==> config.mk <==
export PLATFORM = sky130hd
export DESIGN_NAME = sof_eof_and_preamble_deframer_top_flat
export DESIGN_NICKNAME = d
export VERILOG_FILES = /design/src/hw/rtl/dfr_pkg.sv /design/src/hw/rtl/dfr_in_if.sv /design/src/hw/rtl/dfr_out_if.sv /design/src/hw/rtl/dfr_cfg_if.sv /design/src/hw/rtl/dfr_ram.sv /design/src/hw/rtl/dfr_cmd_fifo.sv /design/src/hw/rtl/dfr_front.sv /design/src/hw/rtl/dfr_back.sv /design/src/hw/rtl/sof_eof_and_preamble_deframer_top.sv /design/src/flat_wrapper.sv
export SDC_FILE = /design/constraint.sdc
export NUM_CORES = 1
export LEC_CHECK = 0
export BUFFER_PORTS_ARGS = -buffer_cell sky130_fd_sc_hd__buf_2
export CAP_MARGIN = 20
export CELL_PAD_IN_SITES_DETAIL_PLACEMENT = 1
export CELL_PAD_IN_SITES_GLOBAL_PLACEMENT = 1
export CORE_UTILIZATION = 40
export CTS_BUF_LIST = sky130_fd_sc_hd__clkbuf_2
export DETAILED_ROUTE_END_ITERATION = 8
export GPL_ROUTABILITY_DRIVEN = 0
export MAX_ROUTING_LAYER = met4
export PLACE_DENSITY_LB_ADDON = 0.08
export SLEW_MARGIN = 40
export SYNTH_ARGS = -nofsm -noshare
export SYNTH_HDL_FRONTEND = slang
export SYNTH_SLANG_ARGS = --single-unit
==> constraint.sdc <==
create_clock -name clk -period 6.54 [get_ports clk]
set_input_delay 1.308 -clock clk [delete_from_list [all_inputs] [get_ports clk]]
set_output_delay 1.308 -clock clk [all_outputs]
set_load 0.02 [all_outputs]
==> src/hw/rtl/dfr_pkg.sv <==
package dfr_pkg;

  // register indexes on the configuration channel
  localparam logic [2:0] REG_START_BYTE       = 3'd0;
  localparam logic [2:0] REG_END_BYTE         = 3'd1;
  localparam logic [2:0] REG_PREAMBLE_BYTES   = 3'd2;
  localparam logic [2:0] REG_PREAMBLE_COUNT   = 3'd3;
  localparam logic [2:0] REG_BROADCAST_LENGTH = 3'd4;
  localparam logic [2:0] REG_IDLE_LIMIT       = 3'd5;

  // reset values of the registers
  localparam logic [7:0]  RST_START_BYTE       = 8'd250;
  localparam logic [7:0]  RST_END_BYTE         = 8'd243;
  localparam logic [31:0] RST_PREAMBLE_BYTES   = 32'd0;
  localparam logic [2:0]  RST_PREAMBLE_COUNT   = 3'd2;
  localparam logic [5:0]  RST_BROADCAST_LENGTH = 6'd14;
  localparam logic [15:0] RST_IDLE_LIMIT       = 16'd20;

  // smallest partial broadcast frame that an idle flush still sends
  localparam int IDLE_FLUSH_MIN = 8;

  // frame length field of a send command, wide enough for the largest store
  localparam int LEN_W = 7;

  typedef struct packed {
    logic [7:0]  start_byte;
    logic [7:0]  end_byte;
    logic [31:0] preamble_bytes;
    logic [2:0]  preamble_count;
    logic [5:0]  broadcast_length;
    logic [15:0] idle_limit;
  } cfg_t;

  typedef struct packed {
    logic             bank;
    logic [LEN_W-1:0] len;
    logic             delimited;
    logic [15:0]      drops;
  } cmd_t;

  typedef struct packed {
    logic empty;
    logic full;
  } fifo_status_t;

  typedef struct packed {
    logic valid;
    logic bank;
  } done_t;

endpackage

==> src/hw/rtl/dfr_in_if.sv <==
interface dfr_in_if;
  logic       valid;
  logic       ready;
  logic       func;
  logic [7:0] data_byte;

  modport source (output valid, output func, output data_byte, input ready);
  modport sink (input valid, input func, input data_byte, output ready);
endinterface

==> src/hw/rtl/dfr_out_if.sv <==
interface dfr_out_if;
  logic        valid;
  logic        ready;
  logic [7:0]  payload_byte;
  logic        is_delimited;
  logic [5:0]  frame_length;
  logic        last;
  logic [15:0] drop_count;

  modport source (
    output valid, output payload_byte, output is_delimited, output frame_length,
    output last, output drop_count, input ready
  );
  modport sink (
    input valid, input payload_byte, input is_delimited, input frame_length,
    input last, input drop_count, output ready
  );
endinterface

==> src/hw/rtl/dfr_cfg_if.sv <==
interface dfr_cfg_if;
  logic        valid;
  logic        ready;
  logic [2:0]  index;
  logic [31:0] data;

  modport source (output valid, output index, output data, input ready);
  modport sink (input valid, input index, input data, output ready);
endinterface

==> src/hw/rtl/dfr_ram.sv <==
module dfr_ram #(
  parameter int WIDTH = 8,
  parameter int DEPTH = 64
) (
  input  logic                     clk,
  input  logic                     wr_en,
  input  logic [$clog2(DEPTH)-1:0] wr_addr,
  input  logic [WIDTH-1:0]         wr_data,
  input  logic                     rd_en,
  input  logic [$clog2(DEPTH)-1:0] rd_addr,
  output logic [WIDTH-1:0]         rd_data
);

  logic [WIDTH-1:0] mem [DEPTH];

  always_ff @(posedge clk) begin
    if (wr_en) begin
      mem[wr_addr] <= wr_data;
    end
    if (rd_en) begin
      rd_data <= mem[rd_addr];
    end
  end

endmodule

==> src/hw/rtl/dfr_cmd_fifo.sv <==
module dfr_cmd_fifo (
  input  logic                  clk,
  input  logic                  rst,
  input  logic                  push,
  input  dfr_pkg::cmd_t         push_cmd,
  input  logic                  pop,
  output dfr_pkg::cmd_t         head,
  output dfr_pkg::fifo_status_t status
);

  localparam int DEPTH = 2;
  localparam int PW    = $clog2(DEPTH);
  localparam int CW    = $clog2(DEPTH + 1);

  dfr_pkg::cmd_t  entries [DEPTH];
  logic [PW-1:0]  wr_ptr;
  logic [PW-1:0]  rd_ptr;
  logic [CW-1:0]  count;

  assign head         = entries[rd_ptr];
  assign status.empty = (count == CW'(0));
  assign status.full  = (count == CW'(DEPTH));

  always_ff @(posedge clk) begin
    if (rst) begin
      wr_ptr <= '0;
      rd_ptr <= '0;
      count  <= '0;
    end else begin
      if (push) begin
        entries[wr_ptr] <= push_cmd;
        wr_ptr          <= (wr_ptr == PW'(DEPTH - 1)) ? '0 : wr_ptr + PW'(1);
      end
      if (pop) begin
        rd_ptr <= (rd_ptr == PW'(DEPTH - 1)) ? '0 : rd_ptr + PW'(1);
      end
      if (push && !pop) begin
        count <= count + CW'(1);
      end else if (pop && !push) begin
        count <= count - CW'(1);
      end
    end
  end

endmodule

==> src/hw/rtl/dfr_front.sv <==
module dfr_front #(
  parameter int MAX_FRAME = 32
) (
  input  logic                             clk,
  input  logic                             rst,
  dfr_in_if.sink                           item,
  input  dfr_pkg::cfg_t                    cfg,
  input  logic [1:0]                       bank_busy,
  output logic                             wr_en,
  output logic [$clog2(2*MAX_FRAME)-1:0]   wr_addr,
  output logic [7:0]                       wr_data,
  output logic                             push,
  output dfr_pkg::cmd_t                    push_cmd
);

  localparam int FILL_W = $clog2(MAX_FRAME + 1);
  localparam int ADDR_W = $clog2(2 * MAX_FRAME);
  localparam int LW     = dfr_pkg::LEN_W;

  typedef enum logic [1:0] {M_IDLE, M_DELIM, M_BCAST} mode_t;

  mode_t             mode, mode_next;
  logic [FILL_W-1:0] fill_count, fill_count_next;
  logic [2:0]        preamble_index, preamble_index_next;
  logic [15:0]       quiet_ticks, quiet_ticks_next;
  logic [15:0]       overflow_drops, overflow_drops_next;
  logic              wr_bank, wr_bank_next;

  logic              accept;
  logic [7:0]        b;
  logic [2:0]        eff_count;
  logic [7:0]        pre_sel;
  logic              store_full;
  logic [FILL_W-1:0] fill_inc;
  logic [FILL_W-1:0] bcast_fill;
  logic [15:0]       quiet_sat;
  logic              in_preamble;

  assign item.ready = !bank_busy[wr_bank];
  assign accept     = item.valid && item.ready;
  assign b          = item.data_byte;
  assign wr_data    = item.data_byte;

  always_comb begin
    case (cfg.preamble_count)
      3'd0:    eff_count = 3'd1;
      3'd1:    eff_count = 3'd1;
      3'd2:    eff_count = 3'd2;
      3'd3:    eff_count = 3'd3;
      3'd4:    eff_count = 3'd4;
      default: eff_count = 3'd4;
    endcase
  end

  assign pre_sel     = cfg.preamble_bytes[{preamble_index[1:0], 3'b000} +: 8];
  assign in_preamble = (preamble_index < eff_count);
  assign store_full  = (fill_count >= FILL_W'(MAX_FRAME));
  assign fill_inc    = fill_count + FILL_W'(1);
  assign bcast_fill  = store_full ? fill_count : fill_inc;
  assign quiet_sat   = (quiet_ticks == 16'hFFFF) ? quiet_ticks : quiet_ticks + 16'd1;

  // store address: bank base plus fill position
  assign wr_addr = wr_bank ? ADDR_W'(MAX_FRAME) + ADDR_W'(fill_count) : ADDR_W'(fill_count);

  always_comb begin
    mode_next           = mode;
    fill_count_next     = fill_count;
    preamble_index_next = preamble_index;
    quiet_ticks_next    = quiet_ticks;
    overflow_drops_next = overflow_drops;
    wr_bank_next        = wr_bank;
    wr_en               = 1'b0;
    push                = 1'b0;
    push_cmd.bank       = wr_bank;
    push_cmd.len        = LW'(fill_count);
    push_cmd.delimited  = 1'b0;
    push_cmd.drops      = overflow_drops;

    if (accept && !item.func) begin
      quiet_ticks_next = '0;
      case (mode)
        M_DELIM: begin
          if (b == cfg.end_byte) begin
            push_cmd.delimited = 1'b1;
            push               = (fill_count != '0);
            mode_next           = M_IDLE;
            fill_count_next     = '0;
            preamble_index_next = '0;
          end else if (b == cfg.start_byte) begin
            fill_count_next = '0;
          end else if (store_full) begin
            if (overflow_drops != 16'hFFFF) begin
              overflow_drops_next = overflow_drops + 16'd1;
            end
            mode_next           = M_IDLE;
            fill_count_next     = '0;
            preamble_index_next = '0;
          end else begin
            wr_en           = 1'b1;
            fill_count_next = fill_inc;
          end
        end
        M_BCAST: begin
          wr_en           = !store_full;
          fill_count_next = bcast_fill;
          if (in_preamble && (b != pre_sel)) begin
            mode_next           = M_IDLE;
            fill_count_next     = '0;
            preamble_index_next = '0;
          end else begin
            if (in_preamble) begin
              preamble_index_next = preamble_index + 3'd1;
            end
            if (LW'(bcast_fill) >= LW'(cfg.broadcast_length)) begin
              push_cmd.len        = LW'(bcast_fill);
              push                = 1'b1;
              mode_next           = M_IDLE;
              fill_count_next     = '0;
              preamble_index_next = '0;
            end else if (bcast_fill >= FILL_W'(MAX_FRAME)) begin
              // too long to ever complete: dropped without a count
              mode_next           = M_IDLE;
              fill_count_next     = '0;
              preamble_index_next = '0;
            end
          end
        end
        default: begin
          if (b == cfg.start_byte) begin
            mode_next           = M_DELIM;
            fill_count_next     = '0;
            preamble_index_next = '0;
          end else if (b == cfg.preamble_bytes[7:0]) begin
            // fill is zero in idle, so this lands at entry zero
            wr_en               = 1'b1;
            mode_next           = M_BCAST;
            fill_count_next     = FILL_W'(1);
            preamble_index_next = 3'd1;
          end
        end
      endcase
    end else if (accept) begin
      quiet_ticks_next = quiet_sat;
      if ((mode == M_DELIM || mode == M_BCAST) && fill_count != '0 &&
          quiet_sat >= cfg.idle_limit) begin
        push = (mode == M_BCAST) && (fill_count >= FILL_W'(dfr_pkg::IDLE_FLUSH_MIN));
        mode_next           = M_IDLE;
        fill_count_next     = '0;
        preamble_index_next = '0;
      end
    end

    if (push) begin
      wr_bank_next = ~wr_bank;
    end
  end

  always_ff @(posedge clk) begin
    if (rst) begin
      mode           <= M_IDLE;
      fill_count     <= '0;
      preamble_index <= '0;
      quiet_ticks    <= '0;
      overflow_drops <= '0;
      wr_bank        <= 1'b0;
    end else begin
      mode           <= mode_next;
      fill_count     <= fill_count_next;
      preamble_index <= preamble_index_next;
      quiet_ticks    <= quiet_ticks_next;
      overflow_drops <= overflow_drops_next;
      wr_bank        <= wr_bank_next;
    end
  end

endmodule

==> src/hw/rtl/dfr_back.sv <==
module dfr_back #(
  parameter int MAX_FRAME = 32
) (
  input  logic                             clk,
  input  logic                             rst,
  input  dfr_pkg::fifo_status_t            fifo_status,
  input  dfr_pkg::cmd_t                    head,
  output logic                             pop,
  output logic                             rd_en,
  output logic [$clog2(2*MAX_FRAME)-1:0]   rd_addr,
  input  logic [7:0]                       rd_data,
  output dfr_pkg::done_t                   done,
  dfr_out_if.source                        result
);

  localparam int ADDR_W = $clog2(2 * MAX_FRAME);
  localparam int KW     = $clog2(MAX_FRAME);
  localparam int LW     = dfr_pkg::LEN_W;

  typedef enum logic [1:0] {B_IDLE, B_READ, B_LOAD, B_HOLD} state_t;

  state_t        state;
  dfr_pkg::cmd_t cur;
  logic [KW-1:0] k;
  logic          is_last;

  assign pop     = (state == B_IDLE) && !fifo_status.empty;
  assign rd_en   = (state == B_READ);
  assign rd_addr = cur.bank ? ADDR_W'(MAX_FRAME) + ADDR_W'(k) : ADDR_W'(k);
  assign is_last = ((LW'(k) + LW'(1)) == cur.len);

  assign done.valid = (state == B_HOLD) && result.ready && result.last;
  assign done.bank  = cur.bank;

  always_ff @(posedge clk) begin
    if (rst) begin
      state        <= B_IDLE;
      result.valid <= 1'b0;
      k            <= '0;
    end else begin
      case (state)
        B_IDLE: begin
          if (!fifo_status.empty) begin
            cur   <= head;
            k     <= '0;
            state <= B_READ;
          end
        end
        B_READ: begin
          state <= B_LOAD;
        end
        B_LOAD: begin
          result.valid        <= 1'b1;
          result.payload_byte <= rd_data;
          result.is_delimited <= cur.delimited;
          result.frame_length <= cur.len[5:0];
          result.last         <= is_last;
          result.drop_count   <= cur.drops;
          state               <= B_HOLD;
        end
        B_HOLD: begin
          if (result.ready) begin
            result.valid <= 1'b0;
            if (result.last) begin
              state <= B_IDLE;
            end else begin
              k     <= k + KW'(1);
              state <= B_READ;
            end
          end
        end
        default: begin
          state <= B_IDLE;
        end
      endcase
    end
  end

endmodule

==> src/hw/rtl/sof_eof_and_preamble_deframer_top.sv <==
// first byte of a frame: its send command is queued, then the back fsm takes it and passes read and load before valid
// throughput: one input transaction per cycle while the store bank being filled is free
// output: each byte passes read, load and hold of the back fsm; the next byte is read only once this one is taken
// input stalls only while both store banks hold frames not yet fully sent
// reset: synchronous, clears mode, counters, queue and output valid, loads register defaults;
// frame store contents stay undefined and get no clearing pass
module sof_eof_and_preamble_deframer_top #(
  parameter int MAX_FRAME = 32
) (
  input  logic       clk,
  input  logic       rst,
  dfr_in_if.sink     item,
  dfr_out_if.source  result,
  dfr_cfg_if.sink    cfg
);

  // two banks of MAX_FRAME bytes: the front fills one while the back sends the other
  localparam int ADDR_W = $clog2(2 * MAX_FRAME);

  dfr_pkg::cfg_t         cfg_regs;
  logic [1:0]            bank_busy;

  logic                  wr_en;
  logic [ADDR_W-1:0]     wr_addr;
  logic [7:0]            wr_data;
  logic                  rd_en;
  logic [ADDR_W-1:0]     rd_addr;
  logic [7:0]            rd_data;

  logic                  push;
  dfr_pkg::cmd_t         push_cmd;
  logic                  pop;
  dfr_pkg::cmd_t         head;
  dfr_pkg::fifo_status_t fifo_status;
  dfr_pkg::done_t        done;

  // configuration writes are always taken
  assign cfg.ready = 1'b1;

  always_ff @(posedge clk) begin
    if (rst) begin
      cfg_regs.start_byte       <= dfr_pkg::RST_START_BYTE;
      cfg_regs.end_byte         <= dfr_pkg::RST_END_BYTE;
      cfg_regs.preamble_bytes   <= dfr_pkg::RST_PREAMBLE_BYTES;
      cfg_regs.preamble_count   <= dfr_pkg::RST_PREAMBLE_COUNT;
      cfg_regs.broadcast_length <= dfr_pkg::RST_BROADCAST_LENGTH;
      cfg_regs.idle_limit       <= dfr_pkg::RST_IDLE_LIMIT;
    end else if (cfg.valid) begin
      case (cfg.index)
        dfr_pkg::REG_START_BYTE:       cfg_regs.start_byte       <= cfg.data[7:0];
        dfr_pkg::REG_END_BYTE:         cfg_regs.end_byte         <= cfg.data[7:0];
        dfr_pkg::REG_PREAMBLE_BYTES:   cfg_regs.preamble_bytes   <= cfg.data;
        dfr_pkg::REG_PREAMBLE_COUNT:   cfg_regs.preamble_count   <= cfg.data[2:0];
        dfr_pkg::REG_BROADCAST_LENGTH: cfg_regs.broadcast_length <= cfg.data[5:0];
        dfr_pkg::REG_IDLE_LIMIT:       cfg_regs.idle_limit       <= cfg.data[15:0];
        default: begin
          // index beyond the register list: ignored
        end
      endcase
    end
  end

  // bank busy from the send command push until the last byte's transaction
  always_ff @(posedge clk) begin
    if (rst) begin
      bank_busy <= '0;
    end else begin
      if (push) begin
        bank_busy[push_cmd.bank] <= 1'b1;
      end
      if (done.valid) begin
        bank_busy[done.bank] <= 1'b0;
      end
    end
  end

  // front: classifies bytes and ticks, fills the store, issues send commands
  dfr_front #(.MAX_FRAME(MAX_FRAME)) u_front (
    .clk       (clk),
    .rst       (rst),
    .item      (item),
    .cfg       (cfg_regs),
    .bank_busy (bank_busy),
    .wr_en     (wr_en),
    .wr_addr   (wr_addr),
    .wr_data   (wr_data),
    .push      (push),
    .push_cmd  (push_cmd)
  );

  // frame store, both banks in one ram
  dfr_ram #(.WIDTH(8), .DEPTH(2 * MAX_FRAME)) u_store (
    .clk     (clk),
    .wr_en   (wr_en),
    .wr_addr (wr_addr),
    .wr_data (wr_data),
    .rd_en   (rd_en),
    .rd_addr (rd_addr),
    .rd_data (rd_data)
  );

  // send command queue between front and back
  dfr_cmd_fifo u_queue (
    .clk      (clk),
    .rst      (rst),
    .push     (push),
    .push_cmd (push_cmd),
    .pop      (pop),
    .head     (head),
    .status   (fifo_status)
  );

  // back: reads a bank out byte by byte onto the result channel
  dfr_back #(.MAX_FRAME(MAX_FRAME)) u_back (
    .clk         (clk),
    .rst         (rst),
    .fifo_status (fifo_status),
    .head        (head),
    .pop         (pop),
    .rd_en       (rd_en),
    .rd_addr     (rd_addr),
    .rd_data     (rd_data),
    .done        (done),
    .result      (result)
  );

`ifndef NO_ASSERTIONS
  // at most two frames in flight, so the queue never overflows
  a_push_not_full: assert property (@(posedge clk) disable iff (rst)
    push |-> !fifo_status.full)
    else $error("send command pushed into a full queue");

  // front never sends from a bank still being read out
  a_push_free_bank: assert property (@(posedge clk) disable iff (rst)
    push |-> !bank_busy[push_cmd.bank])
    else $error("send command for a busy bank");

  // back only finishes a bank that was marked busy
  a_done_busy: assert property (@(posedge clk) disable iff (rst)
    done.valid |-> bank_busy[done.bank])
    else $error("frame finished on a bank that was not busy");

  // no result right after reset
  a_reset_quiet: assert property (@(posedge clk)
    $past(rst) |-> !result.valid)
    else $error("result valid right after reset");
`endif

endmodule

==> src/flat_wrapper.sv <==
// flat-port wrapper written by rule: the top's interface ports become plain ports
module sof_eof_and_preamble_deframer_top_flat 
#(
  parameter int MAX_FRAME = 32
)
  (clk, rst, item_valid, item_func, item_data_byte, item_ready, result_valid, result_payload_byte, result_is_delimited, result_frame_length, result_last, result_drop_count, result_ready, cfg_valid, cfg_index, cfg_data, cfg_ready);
  dfr_in_if item_i ();
  dfr_out_if result_i ();
  dfr_cfg_if cfg_i ();
  input  logic clk;
  input  logic rst;
  input wire logic [$bits(item_i.valid)-1:0] item_valid;
  input wire logic [$bits(item_i.func)-1:0] item_func;
  input wire logic [$bits(item_i.data_byte)-1:0] item_data_byte;
  output wire logic [$bits(item_i.ready)-1:0] item_ready;
  output wire logic [$bits(result_i.valid)-1:0] result_valid;
  output wire logic [$bits(result_i.payload_byte)-1:0] result_payload_byte;
  output wire logic [$bits(result_i.is_delimited)-1:0] result_is_delimited;
  output wire logic [$bits(result_i.frame_length)-1:0] result_frame_length;
  output wire logic [$bits(result_i.last)-1:0] result_last;
  output wire logic [$bits(result_i.drop_count)-1:0] result_drop_count;
  input wire logic [$bits(result_i.ready)-1:0] result_ready;
  input wire logic [$bits(cfg_i.valid)-1:0] cfg_valid;
  input wire logic [$bits(cfg_i.index)-1:0] cfg_index;
  input wire logic [$bits(cfg_i.data)-1:0] cfg_data;
  output wire logic [$bits(cfg_i.ready)-1:0] cfg_ready;
  assign item_i.valid = item_valid;
  assign item_i.func = item_func;
  assign item_i.data_byte = item_data_byte;
  assign item_ready = item_i.ready;
  assign result_valid = result_i.valid;
  assign result_payload_byte = result_i.payload_byte;
  assign result_is_delimited = result_i.is_delimited;
  assign result_frame_length = result_i.frame_length;
  assign result_last = result_i.last;
  assign result_drop_count = result_i.drop_count;
  assign result_i.ready = result_ready;
  assign cfg_i.valid = cfg_valid;
  assign cfg_i.index = cfg_index;
  assign cfg_i.data = cfg_data;
  assign cfg_ready = cfg_i.ready;
  sof_eof_and_preamble_deframer_top #(.MAX_FRAME(MAX_FRAME)) u_core (.clk(clk), .rst(rst), .item(item_i), .result(result_i), .cfg(cfg_i));
endmodule
==> flow_summary.yaml, run 1 <==
synthesis:
  ys_types: 62
  synth_seq_cells: 755
  synth_warnings: 0
  syn_avg_cell_area_sq_um: 16.4
  synth-edff-count: 624
  synth-seq-area-share_pct: 69.9
  synth.cell_area_sq_um: 30600
  synthCells: 1863
  syn-num-nets: 1950
  ys_async_sr_fraction_pct: 0
  synth_flop_cell: "edfxtp_1"
global_route:
  antenna_found_initial: 6
  grt_max_degree: 78
  track_usage_pct: 21.1
  grt_pass1_wl_um: 117000
  grt_pass1_vias: 18300
  grt.overflow.total: 0
sta:
  relSlewSlack_pct: 42.0
  skew_ns: 0.106
  finalMaxSlewViolations: 0
  post-route-min-period_ns: 4.90
  fin_crit_sh_pct: 75.0
  max_freq_mhz: 204
  tns_ns: 0
  grt_setup_unrepaired: "no"
  max_slew.worst_pin.slew_ns: 0.867
  hold_viol: 0
  finalWorstSetupSlack_ns: 1.64
  setup_viol_count_final: 0
floorplan:
  start_util_pct: 40.3
  ios: 84
  core_area_sq_um: 75800
  die_w_um: 278
  die_area_sq_um: 77500
  row_count: 101
  fp.dieH_um: 278
setup_path:
  r2r_cells: 14
  worst-path-stages: 14
  crit_end: "u_core.u_queue.entries[0][19]"
  timing.rr.end: "u_core.u_queue.entries[0][19]"
  end_kind: "flop"
  crit_arrival_ns: 5.84
  critPathTopFamily: "simple AND/OR/NAND/NOR gates"
  critPathMaxFanout: 24
  ff2ff_setup_slack_ns: 1.64
  slowest_delay_ns: 0.59
  worstReg2RegStart: "u_core.u_front.quiet_ticks[6]"
  critical_path_class: "flop to flop"
  slowest_stage: "nor4_2"
  crit_path_start_kind: "flop"
  crit_required_ns: 7.48
  critPathBufInv: 1
  critPathLaunch: "u_core.u_front.quiet_ticks[6]"
  worstPathCellList: "nand4_1, nor4_2, and3_1, nor3_1, nand3_1, xnor2_1, ha_1, nand4_1, nor3_1, o211ai_1, a41oi_1, o211a_1, nor3b_2, buf_4"
drt:
  final_antenna_net_count: 0
  num_vias: 17100
  drt_iter0_drc: 1124
  routed_wirelength_um: 77000
  drcViolationCount: 0
  avgRoutedWirePerCell_um: 24.0
  dr.pass1.iters: 4
  via_per_inst: 5.32
cells_and_area:
  final_cell_mix: "edfxtp_1, clkbuf_2, nand2_1, mux4_2, dfxtp_1"
  fin_area_sq_um: 33900
  fillers: 7529
  drive_gt1_share_pct: 28.4
  area_growth_pct: 11.0
  final_common_cell: "edfxtp_1"
  multi_input_area_sq_um: 8710
  layout.nets: 2166
  seq_area_sq_um: 21400
clock_network:
  cts_sinks: 755
  ctsLongestPathBuffers: 3
  worst_skew_pair.late_latency_ns: 1.36
  cts_root_buf: "clkbuf_2"
  cts_resized: 0
  cts_tree: "yes"
  cts.clk_slew.worst_paths_ns: 0.10
  h-tree-depth: 4
  cts_made_buffers: 192
power:
  p_sw_mw: 2.34
  swShare_pct: 25.7
  worst_ir_drop_vdd_uv: 106
  p_leak_nw: 11.1
  power_density_nw_per_um2: 268
  seq_power_share_pct: 59.0
  clkPwrFrac_pct: 34.8
  p_comb_share_pct: 6.2
  p_int_mw: 6.75
place:
  dp.final_hpwl_um: 50300
  dpl_cell_area_sq_um: 32100
  dp_slack_ns: 1.28
  port_buffers: 82
status:
  status: "complete, no violations"
hold_path:
  hold_class: "input port to flop"
run:
  maxCapViolations: 0
tightest hold or removal path: stages:
cell and delay [ns]:
buf_2 0.12, nand2_1 0.05, a21oi_1 0.05
stage by stage:
step	utilization, %	instances	total power, mW	hold slack, ns
after floorplan	-	1863	5.80	0.400
after global placement	42.2	2854	6.03	0.401
after detailed placement	42.3	2857	6.05	0.407
after CTS	44.7	3209	9.25	0.00571
after global routing	44.8	3212	9.51	0.0854
final	44.8	3212	9.09	0.232
how the worst min path moves through the flow:
stage                                     from                            endpoint  slack, ns  depth (start not counted)
after floorplan           u_core.u_back.cur[0]  u_core.u_back.result.drop_count[0]       0.40                          0
after global placement    u_core.u_back.cur[9]  u_core.u_back.result.drop_count[9]       0.40                          0
after detailed placement  u_core.u_back.cur[9]  u_core.u_back.result.drop_count[9]       0.41                          0
after CTS                         cfg_data[14]                 u_core.cfg_regs[14]      0.006                          3
after global routing              cfg_data[14]                 u_core.cfg_regs[14]       0.09                          3
final                             cfg_data[10]                 u_core.cfg_regs[10]       0.23                          3
logic make-up (layout without fill, tap and decap cells):
family,count (synthesis),count (layout),share of synthesized area (%)
other,1,4,0.0123
xor gates and xnor gates,80,80,2.29
muxes,207,207,14.2
DFF,755,755,69.9
adders and majority gates,38,38,1.56
and+or+nand+nor,493,493,7.17
buffers and inverters,131,499,1.79
AOI/OAI and AO/OA,158,158,3.14
layout make-up:
class	count	share of cell area (%)
Tap cell	978	3.61
Inverter	43	0.476
Clock buffer	288	4.25
Timing Repair Buffer	110	2.10
Sequential cell	755	63.0
Multi-Input combinational cell	977	25.7
Antenna cell	3	0.0221
Clock inverter	58	0.885
power groups by stage:
| stage | registers (mW) | clock network (mW) | logic [mW] |
|---|---|---|---|
| after floorplan | 5.49 | 0 | 0.310 |
| after global placement | 5.48 | 0 | 0.550 |
| after detailed placement | 5.48 | 0 | 0.569 |
| after global routing | 5.38 | 3.51 | 0.615 |
| after CTS | 5.37 | 3.31 | 0.574 |
| final | 5.37 | 3.17 | 0.560 |
synthesized netlist by cell type (2+ instances only):
| library cell | number | area (sq um) |
|---|---|---|
| nand2b_1 | 9 | 56.3 |
| and3_1 | 5 | 31.3 |
| a41o_1 | 2 | 20.0 |
| clkbuf_1 | 49 | 184 |
| o21a_1 | 5 | 37.5 |
| a21oi_1 | 87 | 435 |
| nor2_1 | 134 | 503 |
| nor3_1 | 15 | 75.1 |
| a211oi_1 | 5 | 37.5 |
| o21ai_0 | 19 | 95.1 |
| mux4_2 | 170 | 3830 |
| edfxtp_1 | 624 | 18700 |
| mux4_1 | 6 | 158 |
| buf_2 | 18 | 90.1 |
| xor2_1 | 36 | 315 |
| nor4_1 | 10 | 62.6 |
| nand4_1 | 15 | 93.8 |
| ha_1 | 38 | 475 |
| nor2b_1 | 8 | 50.1 |
| buf_6 | 2 | 22.5 |
| nand2_1 | 216 | 811 |
| mux2i_1 | 5 | 50.1 |
| dfxtp_1 | 131 | 2620 |
| nor3b_1 | 4 | 30.0 |
| a211o_1 | 4 | 35.0 |
| inv_1 | 43 | 161 |
| a2111oi_0 | 2 | 17.5 |
| a31oi_1 | 5 | 31.3 |
| o31ai_1 | 5 | 37.5 |
| xnor2_1 | 44 | 385 |
| nand3_1 | 36 | 180 |
| a41oi_1 | 2 | 17.5 |
| and2_1 | 3 | 18.8 |
| o211ai_1 | 3 | 22.5 |
| a22oi_1 | 4 | 30.0 |
| buf_4 | 5 | 37.5 |
| or2_2 | 2 | 12.5 |
| buf_1 | 14 | 52.6 |
| o32a_1 | 2 | 20.0 |
| nand3b_1 | 20 | 150 |
| or3_1 | 10 | 62.6 |
| mux2_2 | 26 | 293 |
state kept, by name (all words and copies together) (netlist names), 2 cells and up:
name	cells
u_core.u_back.result.frame_length	6
u_core.u_back.k	5
u_core.u_front.quiet_ticks	16
u_core.u_store.rd_data	8
u_core.bank_busy	2
u_core.u_front.fill_count	6
u_core.u_front.preamble_index	3
u_core.u_front.overflow_drops	16
u_core.cfg_regs	73
u_core.u_back.result.payload_byte	8
u_core.u_queue.entries	48
u_core.u_back.state	2
u_core.u_queue.count	2
u_core.u_back.result.drop_count	16
u_core.u_store.mem	512
u_core.u_back.cur	23
u_core.u_front.mode	2
repair_timing:
item                      4_1_cts  5_1_grt
hold endpoints to repair        6        0
buffers inserted                0        0
hold buffers                    6        0
layer usage:
| layer | vias to the layer above | track usage (%) | part of all wire [%] |
|---|---|---|---|
| li1 | 7731 | - | - |
| met1 | 8806 | 27.8 | 45 |
| met2 | 428 | 32.4 | 48 |
| met3 | 120 | 4.68 | 4.7 |
| met4 | 0 | 6.96 | 2.0 |
| met5 | - | - | 0 |
No activity file was read; power rests on OpenSTA's default activity.
==> run 2: changes to the inputs <==
==> constraint.sdc (replaced) <==
create_clock -name clk -period 4.8 [get_ports clk]
set_input_delay 0.96 -clock clk [delete_from_list [all_inputs] [get_ports clk]]
set_output_delay 0.96 -clock clk [all_outputs]
set_load 0.02 [all_outputs]
==> run 2 against run 1 <==
Effect of this change:
- die area stayed put
- routed wire length is 1.4% lower
- clock skew is 0.0086 ns higher
- via count is 1.6% higher
- combinational power is 36% higher
- first-iteration DRC count is 15% lower
- cell area is 2.7% higher
- count of clock-buffer cells in the layout is 6 lower
- worst hold slack better by 0.00065 ns
- largest power group unchanged
==> flow_summary.yaml, run 2 (synthesis results as in run 1) <==
drt:
  num_vias: 17400
  via_per_inst: 5.23
  drt_iter0_drc: 957
  final_antenna_net_count: 0
  drcViolationCount: 0
  routed_wirelength_um: 76000
  avgRoutedWirePerCell_um: 22.9
  dr.pass1.iters: 5
sta:
  relSlewSlack_pct: 45.8
  fin_crit_sh_pct: 90.5
  timing.hold.ws_ns: 0.232
  tns_ns: 0
  skew_ns: 0.115
  post-route-min-period_ns: 4.34
  grt_setup_unrepaired: "no"
  hold_viol: 0
  max_freq_mhz: 230
  setup_viol_count_final: 0
  max_slew.worst_pin.slew_ns: 0.811
  finalMaxSlewViolations: 0
clock_network:
  cts_setup_buffers: 0
  ctsLongestPathBuffers: 3
  cts.clk_slew.worst_paths_ns: 0.11
  cts_root_buf: "clkbuf_2"
  cts_made_buffers: 196
  worst_skew_pair.late_latency_ns: 1.35
  cts_sinks: 755
  h-tree-depth: 4
  cts_tree: "yes"
setup_path:
  ff2ff_setup_slack_ns: 0.46
  worstReg2RegStart: "u_core.u_front.quiet_ticks[6]"
  r2r_cells: 17
  crit_path_start_kind: "flop"
  crit_required_ns: 6.05
  timing.rr.end: "u_core.u_queue.count[1]"
  end_kind: "flop"
  crit_arrival_ns: 5.59
  critPathMaxFanout: 7
  critical_path_class: "flop to flop"
cells_and_area:
  fillers: 7584
  fin_area_sq_um: 34800
  post-route-util_pct: 46.0
  area_growth_pct: 14.0
  top_regs: "u_core.u_store.mem: 512 flops, u_core.cfg_regs: 73 flops, u_core.u_queue.entries: 48 flops"
  top_register: "u_core.u_store.mem"
  final_common_cell: "edfxtp_1"
  layout.nets: 2282
  drive_gt1_share_pct: 29.5
  largest_reg_flops: 512
  final_cell_mix: "edfxtp_1, clkbuf_2, nand2_1, mux4_2, nor2_1"
floorplan:
  core_area_sq_um: 75800
  die_area_sq_um: 77500
  fp.dieH_um: 278
  die_w_um: 278
  start_util_pct: 40.3
  ios: 84
  row_count: 101
global_route:
  grt_busiest_layer: "met2"
  use_met1_pct: 27.2
  grt_pass1_wl_um: 115000
  antenna_found_initial: 2
  gr-usage-met3_pct: 3.87
  grt_max_degree: 70
  use_met2_pct: 32.8
  grt.overflow.total: 0
  grt_pass1_vias: 18600
  track_usage_pct: 20.7
hold_path:
  hold_end: "u_core.u_store.mem[57][3]"
  hold_class: "input port to flop"
  hp-start: "item_data_byte[3]"
  hold_path_depth: 2
power:
  p_sw_mw: 3.16
  seq_power_share_pct: 59.3
  swShare_pct: 25.6
  power_density_nw_per_um2: 354
  p_int_mw: 9.19
  clkPwrFrac_pct: 34.5
  worst_ir_drop_vdd_uv: 136
  p_comb_share_pct: 6.2
  p_total_mw: 12.4
  p_leak_nw: 11.6
status:
  status: "complete, no violations"
place:
  port_buffers: 82
  dpl_cell_area_sq_um: 32700
  dp.final_hpwl_um: 48500
run:
  maxCapViolations: 0
## run 2: cell count changes in the layout (fill, tap and decap cells not counted), moves of 2 or more
| cell | before | now |
|---|---|---|
| buf_12 | 5 | 8 |
| buf_4 | 16 | 89 |
| clkbuf_2 | 288 | 282 |
| clkinv_1 | 37 | 43 |
| clkinv_2 | 7 | 2 |
| clkinv_4 | 4 | 2 |
| clkinvlp_4 | 2 | 4 |
| dlygate4sd3_1 | 6 | 43 |
| nor2_1 | 126 | 132 |
| nor2_2 | 8 | 2 |
## run 2: power groups by stage
stage	clock [mW]	sequential, mW	combinational (mW)
2_1_floorplan	0	7.48	0.422
3_3_place_gp	0	7.48	0.740
3_5_place_dp	0	7.48	0.753
4_1_cts	4.47	7.33	0.783
5_1_grt	4.75	7.35	0.840
6_report	4.26	7.33	0.764
## run 2: cell type report
class                   count  area [sq um]  share of cell area (%)
repair buffers            222          1680                    4.82
well taps                 978          1220                    3.51
diodes                      3          7.51                  0.0215
flip-flops and latches    755         21400                    61.3
clock buffers             282          1410                    4.05
multi-input cells         977          8700                    25.0
inverters                  43           161                   0.463
clock inverters            58           292                   0.837
## run 2: worst max-delay path by stage
stage,startpoint,cells past startpoint,slack [ns],to
after floorplan,u_core.u_front.quiet_ticks[6],16,0.29,u_core.u_queue.entries[0][0]
after global placement,u_core.u_front.quiet_ticks[0],18,0.47,u_core.u_queue.count[1]
after detailed placement,u_core.u_front.quiet_ticks[0],18,0.45,u_core.u_queue.count[1]
after CTS,u_core.u_front.quiet_ticks[0],18,0.40,u_core.u_queue.count[1]
after global routing,u_core.u_front.quiet_ticks[6],17,0.05,u_core.u_queue.count[1]
final,u_core.u_front.quiet_ticks[6],17,0.46,u_core.u_queue.count[1]
## run 2: critical path: stages (launching register included)
cell and delay, ns:
dfxtp_1 0.47, nand4_1 0.24, nor4_1 0.34, buf_4 0.19
and3_1 0.34, nor2_1 0.10, xor2_1 0.16, ha_1 0.31
a211o_1 0.30, o211ai_1 0.10, a21oi_1 0.09, o211ai_1 0.22
a41oi_1 0.14, buf_4 0.18, o211a_1 0.21, ha_1 0.37
or3_1 0.35, a21oi_1 0.14
## run 2: metal layers
metal	share of wire, %	wire (um)
met5	0	0
met4	1.5	1150
met3	4.1	3110
met2	49	37300
met1	45	34500
## run 2: what timing repair did
action,in CTS,in global routing
resized for setup,0,1
endpoints found under the setup margin,0,1
endpoints found under the hold margin,106,0
hold buffers,43,0
## run 2: stage by stage
step | worst slack, ns | cells
6_report | 0.455 | 3318
5_1_grt | 0.0472 | 3316
4_1_cts | 0.398 | 3315
3_5_place_dp | 0.455 | 2932
3_3_place_gp | 0.473 | 2930
2_1_floorplan | 0.293 | 1863
==> run 3: changes to the inputs <==
--- a/config.mk
+++ b/config.mk
@@ -5,6 +5,7 @@
 export SDC_FILE = /design/constraint.sdc
 export NUM_CORES = 1
 export LEC_CHECK = 0
+export ABC_AREA = 1
 export BUFFER_PORTS_ARGS = -buffer_cell sky130_fd_sc_hd__buf_2
 export CAP_MARGIN = 20
 export CELL_PAD_IN_SITES_DETAIL_PLACEMENT = 1
==> run 3 against run 2 <==
Effect of this change:
- die area is 2.8% higher
- via count increased by 32%
- count of clock-buffer cells in the layout grew 16
- cell area rose by 2.1%
- sequential share of layout area down 1.3 points
- critical path type unchanged
- critical endpoint unchanged
==> flow_summary.yaml, run 3 <==
floorplan:
  die_w_um: 282
  core_area_sq_um: 77600
  fp.dieH_um: 282
  die_area_sq_um: 79700
  start_util_pct: 40.5
  ios: 84
  row_count: 102
clock_network:
  cts.clk_slew.worst_paths_ns: 0.11
  worst_skew_pair.late_latency_ns: 1.37
  ctsLongestPathBuffers: 3
  cts_root_buf: "clkbuf_2"
  cts_made_buffers: 196
  h-tree-depth: 4
  cts_setup_buffers: 0
  cts_tree: "yes"
  cts_sinks: 755
global_route:
  grt_pass1_wl_um: 143000
  antenna_found_initial: 1
  grt_max_degree: 182
  grt.overflow.total: 0
  track_usage_pct: 24.7
  grt_pass1_vias: 24100
synthesis:
  synth.cell_area_sq_um: 31400
  synth_warnings: 0
  ys_async_sr_fraction_pct: 0
  synth_flop_cell: "edfxtp_1"
  syn-num-nets: 2938
  yosys-top-cells-area: "edfxtp_1, dfxtp_1, o21ai_0"
  syn_avg_cell_area_sq_um: 11.0
  synth_seq_cells: 755
  yosys-top-cells-count: "edfxtp_1, nor2_1, o21ai_0"
  synth_top_area_share_pct: 59.6
  synth_top_area_cell: "edfxtp_1"
  synth_most_common_cell: "edfxtp_1"
  synth-seq-area-share_pct: 67.9
  synthCells: 2851
  synth-edff-count: 624
  ys_types: 54
setup_path:
  ff2ff_setup_slack_ns: 0.58
  crit_arrival_ns: 5.44
  critical_path_class: "flop to flop"
  critPathMaxFanout: 6
  end_kind: "flop"
  r2r_cells: 23
  worstPathCellList: "ha_1, nand2_1, nor2_1, nand3_1, nor2_2, nor2_1, nand2_1, nor2_1, xor2_1, ha_1, nand2_1, nor4_2, nand3_1, nand3_1, nand2_1, o21ai_1, nand2_2, inv_2, ha_1, a21oi_1, o21ai_0, o21ai_0, a21oi_1"
  worstReg2RegStart: "u_core.u_front.quiet_ticks[1]"
  timing.rr.end: "u_core.u_queue.count[1]"
  slowest_delay_ns: 0.40
  slowest_stage: "dfxtp_1"
  crit_top_cell: "nand2_1"
  crit_required_ns: 6.02
  crit_path_start_kind: "flop"
power:
  p_leak_nw: 12.9
  p_comb_share_pct: 20.6
  p_total_mw: 15.1
  seq_power_share_pct: 49.7
  p_sw_mw: 5.04
  worst_ir_drop_vdd_uv: 223
  power_density_nw_per_um2: 423
  swShare_pct: 33.5
  clkPwrFrac_pct: 29.6
  p_int_mw: 10.0
drt:
  num_vias: 22800
  avgRoutedWirePerCell_um: 21.8
  routed_wirelength_um: 94200
  drt_iter0_drc: 1259
  via_per_inst: 5.29
  final_antenna_net_count: 0
  dr.pass1.iters: 5
  drcViolationCount: 0
cells_and_area:
  largest_reg_flops: 512
  top_register: "u_core.u_store.mem"
  final_cell_mix: "edfxtp_1, nor2_1, o21ai_0, nand2_1, clkbuf_2"
  final_common_cell: "edfxtp_1"
  top_regs: "u_core.u_store.mem: 512 flops, u_core.cfg_regs: 73 flops, u_core.u_queue.entries: 48 flops"
  drive_gt1_share_pct: 16.9
  area_growth_pct: 13.2
  layout.nets: 3212
sta:
  max_slew.worst_pin.slew_ns: 0.866
  grt_setup_unrepaired: "no"
  tns_ns: 0
  fin_crit_sh_pct: 87.9
  post-route-min-period_ns: 4.22
  hold_viol: 0
  timing.hold.ws_ns: 0.197
  finalMaxSlewViolations: 0
  relSlewSlack_pct: 41.4
  skew_ns: 0.112
  setup_viol_count_final: 0
  max_freq_mhz: 237
status:
  status: "complete, no violations"
hold_path:
  hold_end: "u_core.u_front.quiet_ticks[13]"
  hold_class: "input port to flop"
  hold_path_depth: 3
  hp-start: "item_valid"
place:
  port_buffers: 82
  dp.final_hpwl_um: 59400
run:
  maxCapViolations: 0
## run 3: changes by cell type after synthesis, moves of 33 or more
cell      change
xnor2_1      -33
mux4_2      -170
nor2_1      +400
inv_1       +101
o21ai_0     +387
nand2_1      +93
clkbuf_1     +50
nand3_1      +44
o22ai_1     +140
## run 3: logic make-up (layout without fill, tap and decap cells)
family                   Yosys count  in the layout  synth area share (%)
AND/OR/NAND/NOR                  995            995                  13.0
flip-flops                       755            755                  67.9
AO/OA/AOI/OAI                    721            721                  12.7
buffers and inverters            310            726                  3.96
adder cells (fa/ha/maj)           38             38                  1.51
XOR/XNOR                          31             31                 0.864
other                              1              9                0.0119
## run 3: how the worst max path moves through the flow
stage                             startpoint                      endpoint  depth (start not counted)
2_1_floorplan  u_core.u_front.quiet_ticks[1]  u_core.u_queue.entries[1][0]                         18
3_3_place_gp   u_core.u_front.quiet_ticks[1]       u_core.u_queue.count[1]                         23
3_5_place_dp   u_core.u_front.quiet_ticks[1]       u_core.u_queue.count[1]                         23
4_1_cts        u_core.u_front.quiet_ticks[1]       u_core.u_queue.count[1]                         23
5_1_grt        u_core.u_front.quiet_ticks[1]       u_core.u_queue.count[1]                         23
6_report       u_core.u_front.quiet_ticks[1]       u_core.u_queue.count[1]                         23
## run 3: power by group through the flow
stage	registers (mW)	logic, mW	clock network [mW]
after floorplan	7.60	1.87	0
after global routing	7.52	3.41	4.92
after detailed placement	7.64	3.09	0
after CTS	7.49	3.13	4.64
after global placement	7.64	3.02	0
final	7.49	3.11	4.46
## run 3: stage by stage
step	util, %	cell area (sq um)	worst slack (ns)	std cells
2_1_floorplan	-	31400	0.702	2851
3_3_place_gp	42.9	33300	0.472	3920
3_5_place_dp	42.9	33300	0.477	3921
4_1_cts	45.8	35500	0.341	4306
5_1_grt	45.9	35600	0.0246	4311
6_report	45.9	35600	0.580	4315
## run 3: repair_timing
| item | CTS | global route |
|---|---|---|
| hold endpoints to repair | 79 | 0 |
| endpoints found under the setup margin | 0 | 22 |
| resized for setup | 0 | 1 |
| hold buffers | 45 | 0 |
## run 3: metal layers
layer | global-route usage [%] | routed length, um | vias to the layer above
met4 | 6.71 | 1570 | 0
met1 | 30.7 | 41700 | 11400
met3 | 4.13 | 3810 | 127
li1 | - | - | 10800
met2 | 41.7 | 47100 | 491
met5 | - | 0 | -
## run 3: area by class of cell
class | instances | area (sq um)
Fill cell | 8692 | 42000
Sequential cell | 755 | 21400
Multi-Input combinational cell | 1786 | 8860
Timing Repair Buffer | 224 | 1650
Clock buffer | 298 | 1490
Tap cell | 1040 | 1300
Inverter | 162 | 619
Clock inverter | 42 | 287
Antenna cell | 8 | 20.0
## run 3: worst max-delay path, delay by kind of cell, from the launching register on
family | cells | cell delay, ns
fa+ha+maj | 3 | 0.73
xor+xnor | 1 | 0.16
compound gates | 5 | 0.77
flops | 1 | 0.40
simple gates | 13 | 1.93
buf+inv | 1 | 0.08
